==> src/hdl/assert_macros.svh <==
`ifndef ASSERT_MACROS_SVH
`define ASSERT_MACROS_SVH

// same-cycle implication, checked at every rising clk outside reset
`define ASSERT_NOW(lbl, ante, cons, msg) \
  lbl: assert property (@(posedge clk) disable iff (rst) (ante) |-> (cons)) else $error(msg);

// next-cycle implication
`define ASSERT_NEXT(lbl, ante, cons, msg) \
  lbl: assert property (@(posedge clk) disable iff (rst) (ante) |=> (cons)) else $error(msg);

`endif

==> src/hdl/sem_pkg.sv <==
`timescale 1ns / 1ps
`default_nettype none
package sem_pkg;

  localparam int PIX_W = 24;
  localparam int CFG_W = 11;
  localparam int COL_W = 11;
  localparam int ROW_W = 12;
  localparam int CNT_W = 22;
  localparam int SUM_W = 21;

  localparam logic REG_FRAME_WIDTH  = 1'b0;
  localparam logic REG_FRAME_HEIGHT = 1'b1;

  // largest sum whose rounded root still fits in 8 bits: 255*255 + 255
  localparam logic [SUM_W-1:0] SUM_SAT = 21'd65280;

  // per-channel 3x3 tap, indexed [column][row]
  typedef logic [2:0][2:0][7:0] chan_win_t;

  typedef struct packed {
    logic       load;
    logic       step;
    logic [2:0] bit_idx;
  } sem_ctl_t;

endpackage
`default_nettype wire

==> src/hdl/sem_mag.sv <==
`timescale 1ns / 1ps
`default_nettype none
module sem_mag (
  input  wire logic             clk,
  input  wire sem_pkg::sem_ctl_t ctl,
  input  wire sem_pkg::chan_win_t tap,
  output logic [7:0]            mag
);
  import sem_pkg::*;

  logic signed [10:0] gx, gy;
  logic [9:0] ax, ay;
  logic [SUM_W-1:0] s;
  logic [7:0] r;
  logic [7:0] cand;
  logic [15:0] cand_sq;
  logic [16:0] rr;

  function automatic logic signed [10:0] sx(input logic [7:0] v);
    return $signed({3'b000, v});
  endfunction

  always_comb begin
    gx = (sx(tap[2][0]) + (sx(tap[2][1]) <<< 1) + sx(tap[2][2]))
       - (sx(tap[0][0]) + (sx(tap[0][1]) <<< 1) + sx(tap[0][2]));
    gy = (sx(tap[0][2]) + (sx(tap[1][2]) <<< 1) + sx(tap[2][2]))
       - (sx(tap[0][0]) + (sx(tap[1][0]) <<< 1) + sx(tap[2][0]));
    ax = gx[10] ? 10'(-gx) : gx[9:0];
    ay = gy[10] ? 10'(-gy) : gy[9:0];
    cand = r | (8'd1 << ctl.bit_idx);
    cand_sq = cand * cand;
    rr = 17'(r * r) + {9'd0, r};
  end

  always_ff @(posedge clk) begin
    if (ctl.load) begin
      s <= SUM_W'(ax * ax) + SUM_W'(ay * ay);
      r <= '0;
    end else if (ctl.step) begin
      if ({5'd0, cand_sq} <= s) r <= cand;
    end
  end

  // restoring root is floor; round up when s lies past r*r + r
  always_comb begin
    if (s > SUM_SAT) mag = 8'hff;
    else if (s > {4'd0, rr}) mag = r + 8'd1;
    else mag = r;
  end

endmodule
`default_nettype wire

==> config.mk <==
export PLATFORM = sky130hd
export DESIGN_NAME = sem_mag
export DESIGN_NICKNAME = d
export VERILOG_FILES = /design/src/hdl/assert_macros.svh /design/src/hdl/sem_pkg.sv /design/src/hdl/sem_mag.sv
export SDC_FILE = /design/constraint.sdc
export NUM_CORES = 1
export LEC_CHECK = 0
export BUFFER_PORTS_ARGS = -buffer_cell sky130_fd_sc_hd__buf_2
export CORE_MARGIN = 1.5
export CORE_UTILIZATION = 42
export CTS_BUF_LIST = sky130_fd_sc_hd__clkbuf_16
export CTS_CLUSTER_SIZE = 10
export DETAILED_ROUTE_END_ITERATION = 8
export PLACE_DENSITY = 0.59
export SETUP_SLACK_MARGIN = 0.4
export SKIP_LAST_GASP = 1
export SYNTH_ARGS = -nofsm -noshare
export SYNTH_HDL_FRONTEND = slang
export SYNTH_SLANG_ARGS = --single-unit
export TNS_END_PERCENT = 50
==> constraint.sdc <==
create_clock -name clk -period 16.29 [get_ports clk]
set_clock_uncertainty 0.1 [all_clocks]
set_input_delay 0.8145 -clock clk [delete_from_list [all_inputs] [get_ports clk]]
set_output_delay 0.8145 -clock clk [all_outputs]
set_load 0.02 [all_outputs]
## Yosys cells after proc, flatten, opt, wreduce, memory -nomap -nowiden

Index checks and enable logic that the tools add are counted.

- Register bits: 29
- Output and inout bits: 8
- Logic and storage cells: 31

- Add/sub/neg operators: 15
- Multipliers: 4
- Order comparisons: 3
- Shift operators: 1
- Mux-type cells: 4
- Bitwise operators: 1
- Reduce and logical (&&, ||, !) cells: 1

Operators by type and width:

| kind | number |
|---|---|
| 10-bit by 8-bit adder with 11-bit output | 4 |
| 8-bit by 9-bit adder with 10-bit output | 4 |
| 10-bit by 10-bit multiplier with 20-bit output | 2 |
| 8-bit by 8-bit multiplier with 16-bit output | 2 |
| 11-bit subtractor | 2 |
| 20-bit by 20-bit adder with 21-bit output | 1 |
| 21-bit by 16-bit > comparator with 1-bit output, second input constant | 1 |
| 21-bit by 17-bit > comparator with 1-bit output | 1 |
| 16-bit by 21-bit <= comparator with 1-bit output | 1 |
| 10-bit 2-to-1 mux | 2 |
| 10-bit negation | 2 |
| 16-bit by 8-bit adder with 17-bit output | 1 |
| 8-bit 2-to-1 mux | 2 |
| 8-bit by 1-bit adder with 8-bit output, second input constant | 1 |
| 8-bit bitwise OR | 1 |
| 1-bit by 3-bit << shifter with 8-bit output, first input constant | 1 |
| 2-bit AND reduction | 1 |

## Longest topological paths before layout

- Depth in word-level cells: 7
- Depth in mapped cells: 40

## Worst setup path after synthesis

No wires, ideal clock.

- Path kind: input port to flip-flop
- From: input tap[20] in the netlist's numbering
- To: register s[20] (data pin)
- Setup time: 260 ps
- Data arrival time: 9779 ps
- Data required time: 15930 ps
- Slack: 6152 ps
- Stages on the path: 34
- Path buffers: 1
- Path through: inv_1 fa_1 inv_1 fa_1 inv_1 fa_1 inv_1 ha_1 clkbuf_1 o21ai_0 or2_2 o311ai_1 nor2_1 o211a_1 nor3_1 o21ai_0 fa_1 fa_1 inv_1 fa_1 fa_1 fa_1 fa_1 inv_1 fa_1 inv_1 ha_1 a21oi_1 o22ai_1 a211o_1 a211oi_1 o31ai_1 a21oi_1 xnor2_1

- Word-level cells in the longest chain between the ends: 7

Ends and longest elaborated chain:

| what | line | RTL |
|---|---|---|
| from (decl) | sem_mag.sv:6 | `input wire sem_pkg::chan_win_t tap,` |
| 8-bit by 9-bit adder with 10-bit output | sem_mag.sv:26 | `gy = (sx(tap[0][2]) + (sx(tap[1][2]) <<< 1) + sx(tap[2][2]))` |
| 10-bit by 8-bit adder with 11-bit output | sem_mag.sv:26 |  |
| 11-bit subtractor | sem_mag.sv:27 | `- (sx(tap[0][0]) + (sx(tap[1][0]) <<< 1) + sx(tap[2][0]));` |
| 10-bit negation | sem_mag.sv:29 | `ay = gy[10] ? 10'(-gy) : gy[9:0];` |
| 10-bit 2-to-1 mux | sem_mag.sv:29 |  |
| 10-bit by 10-bit multiplier with 20-bit output | sem_mag.sv:37 | `s <= SUM_W'(ax * ax) + SUM_W'(ay * ay);` |
| 20-bit by 20-bit adder with 21-bit output * | sem_mag.sv:37 |  |
| to (signal assigned) | sem_mag.sv:37 |  |
| to (decl) | sem_mag.sv:13 | `logic [SUM_W-1:0] s;` |

Every way passes the cells marked *; elsewhere a longest branch is shown, timed or not.
A chain may end at the register's enable or synchronous reset.

## Final worst setup path

- From: input tap[55] in the netlist's numbering
- To: register s[19] (data pin)

- Word-level cells in the longest chain between the ends: 7

Ends and longest elaborated chain:

| what | line | RTL |
|---|---|---|
| 8-bit by 9-bit adder with 10-bit output | sem_mag.sv:24 | `gx = (sx(tap[2][0]) + (sx(tap[2][1]) <<< 1) + sx(tap[2][2]))` |
| 10-bit by 8-bit adder with 11-bit output | sem_mag.sv:24 |  |
| 11-bit subtractor | sem_mag.sv:25 | `- (sx(tap[0][0]) + (sx(tap[0][1]) <<< 1) + sx(tap[0][2]));` |
| 10-bit negation | sem_mag.sv:28 | `ax = gx[10] ? 10'(-gx) : gx[9:0];` |
| 10-bit 2-to-1 mux | sem_mag.sv:28 |  |
| 10-bit by 10-bit multiplier with 20-bit output | sem_mag.sv:37 |  |
| 20-bit by 20-bit adder with 21-bit output * | sem_mag.sv:37 |  |

Marks and branches as above.

==> out/metrics.csv <==
metric;value;unit
WP data required;16.20;ns
# rows;66;
PortBufs;77;
Die Wd;185;µm
crit-path max cell delay;0.66;ns
worst slew pin tran;1.12;ns
Worst Setup End Kind;register;
Synth area leader;fa_1;
# setup viols final;0;
# Post-CTS Setup Buffers;0;
top_reg_cell synth;edfxtp_1;
Final HPWL DP;26600;µm
final hold violation count;0;
clk sinks;29;
Final nets;2159;
async set-reset flop share out of synthesis;0;%
Synth Cell Area;0.0139;mm²
maxcap violations;0;
global-route wire length before repair;51800;µm
Syn Inst Count;1560;
worst rel slew slack;25.1;%
Syn-to-layout area delta;7.35;%
cts repair resizes;0;
Yosys top cell area share;36.1;%
DR iter-0 viols;535;
final critical-path required period;11.24;ns
# fillers;3291;
DIE AREA;0.0341;mm²
Clock Pin Slew Worst Setup and Hold Paths;0.05;ns
TritonCTS Buffers;5;
number of hold buffers added after cts;0;
syn_area_per_cell;8.89;µm²
synthesis warning total;0;
CP Max Fanout;11;
most common cell after layout, fill and taps aside;inv_1;
1st-pass router iterations;5;
GR Overflow Total;0;
Post-synth EDFFs;21;
residual DRC count;0;
Final Cycle Share;69.0;%
setup TNS after final layout;0;ns
global-route usage over all layers;19.0;%
crit start category;primary input;
CTS tree;built;
most frequent cells in the layout;401 x inv_1, 250 x fa_1, 204 x ha_1, 139 x nor2_1, 78 x nand2_1;
Slowest-stage cell, CP;xor2_1;
highest clock rate;89.0;MHz
Vert. Die Dim;185;µm
clock buffer depth;2;
largest net degree at the start of global routing;30;
I/O Pins;86;
initial core utilization;42.6;%
Netlist cell types;72;
Core Footprint;0.0325;mm²
Max H-tree Level;2;
fin. max-slew vios;0;
Arr. time, crit path;11.15;ns
Seq cells post-synth;29;
Area contributors post-synth;fa_1 36%, ha_1 18%, inv_1 11%, edfxtp_1 4.5%, xnor2_1 3.9%;
Seq/Total Area, Yosys;5.70;%
vias in the first global route;10900;
final WL;29600;µm
Crit Path Class;in2reg;
vias post-DR;10300;
Root Buffer Master;clkbuf_16;
ANT cells;0;
outcome;completed;
Via density;4.95;
worst min path class;reg2reg;
antenna violations before repair;0;
most used cell along the critical path;fa_1;
WL/cell;14.3;µm
GPL Wtd Cong;0.798;
Post-DRT Antenna Nets;0;
RSZ-0062 raised after global routing;false;
Syn Nets;2092;
fraction of layout cells with a size suffix above 1;7.99;%
latest clock arrival within the worst-skew pair;0.28;ns
per-stage QoR:
step / cells / instance area [µm²] / util (%) / hold slack (ns) / worst slack, ns
4_1_cts: 2070 / 14900 / 45.8 / 0.597 / 5.10
5_1_grt: 2070 / 14900 / 45.8 / 0.656 / 4.34
3_3_place_gp: 2062 / 14700 / 45.3 / 0.576 / 4.98
6_report: 2070 / 14900 / 45.8 / 0.602 / 5.05
3_5_place_dp: 2062 / 14700 / 45.3 / 0.587 / 4.87
2_1_floorplan: 1560 / 13900 / - / 0.486 / 6.15
state kept, by name, summed over array words and instances (netlist names):
name / flops
s: 21
r: 8
cell families (layout without fill, tap and decap cells):
| logic type | Yosys count | count (layout) | share of synthesized area, % |
|---|---|---|---|
| AND/OR/NAND/NOR | 337 | 337 | 11.3 |
| flip-flops | 29 | 29 | 5.70 |
| XOR/XNOR | 85 | 85 | 5.48 |
| AO/OA/AOI/OAI | 217 | 217 | 10.7 |
| adder cells (fa/ha/maj) | 454 | 454 | 54.5 |
| multiplexers | 7 | 7 | 0.577 |
| buffers and inverters | 431 | 499 | 11.7 |
worst max-delay path: cells and delay by family:
kind | cells | cell delay (ns)
adder cells (fa/ha/maj) | 12 | 5.45
AO/OA/AOI/OAI | 9 | 2.45
buffers and inverters | 8 | 1.00
XOR/XNOR | 2 | 0.83
AND/OR/NAND/NOR | 2 | 0.59
final timing paths:
kind | start | to | slack [ns] | cells after the start
worst max-delay path | tap[55] | s[19]$_DFFE_PP_ | 5.05 | 33
worst min-delay path | r[7]$_SDFFE_PP0P_ | r[7]$_SDFFE_PP0P_ | 0.60 | 2
worst max register to register | r[5]$_SDFFE_PP0P_ | r[6]$_SDFFE_PP0P_ | 9.07 | 20
worst min register to register | r[7]$_SDFFE_PP0P_ | r[7]$_SDFFE_PP0P_ | 0.60 | 2
cells in the mapped netlist, types with 3 or more instances:
cell type	number
nor2_1	139
inv_2	5
and3_1	11
nor2b_1	9
nor4_1	4
a41o_1	3
o21bai_1	5
inv_1	401
clkinv_1	3
clkbuf_1	17
a211oi_1	21
a221oi_1	3
edfxtp_1	21
ha_1	204
nand2b_1	10
o211ai_1	5
buf_2	3
dfxtp_1	8
xor2_1	21
and2_1	5
or3_1	8
a31oi_1	6
fa_1	250
nand4_1	9
a211o_1	4
nand3_1	10
o21a_1	9
mux2_2	4
a21o_1	32
nand2_1	78
o21ai_0	38
nor3b_1	6
nor3_1	18
xnor2_1	62
or2_2	17
a21oi_1	58
nand4b_1	4
per-layer routing:
metal  routed length [µm]  vias to the layer above  GRT usage (%)
met5                    0                        -              0
met3                  999                       18           1.60
met2                15300                      172           35.2
met4                  273                        0           2.54
li1                     -                     5043              -
met1                13100                     5023           24.5
layout make-up:
class | count | area, µm² | share of cell area (%)
multi-input combinational | 1100 | 11400 | 76.9
clock buffer | 5 | 125 | 0.841
inverter | 409 | 1540 | 10.3
clock inverter | 3 | 12.5 | 0.0841
sequential | 29 | 791 | 5.31
timing repair buffer | 82 | 423 | 2.84
tap | 442 | 553 | 3.72
Power is left out: the tool's default activity adds up to more than one toggle a clock period on the data nets, which glitch-free logic cannot reach.
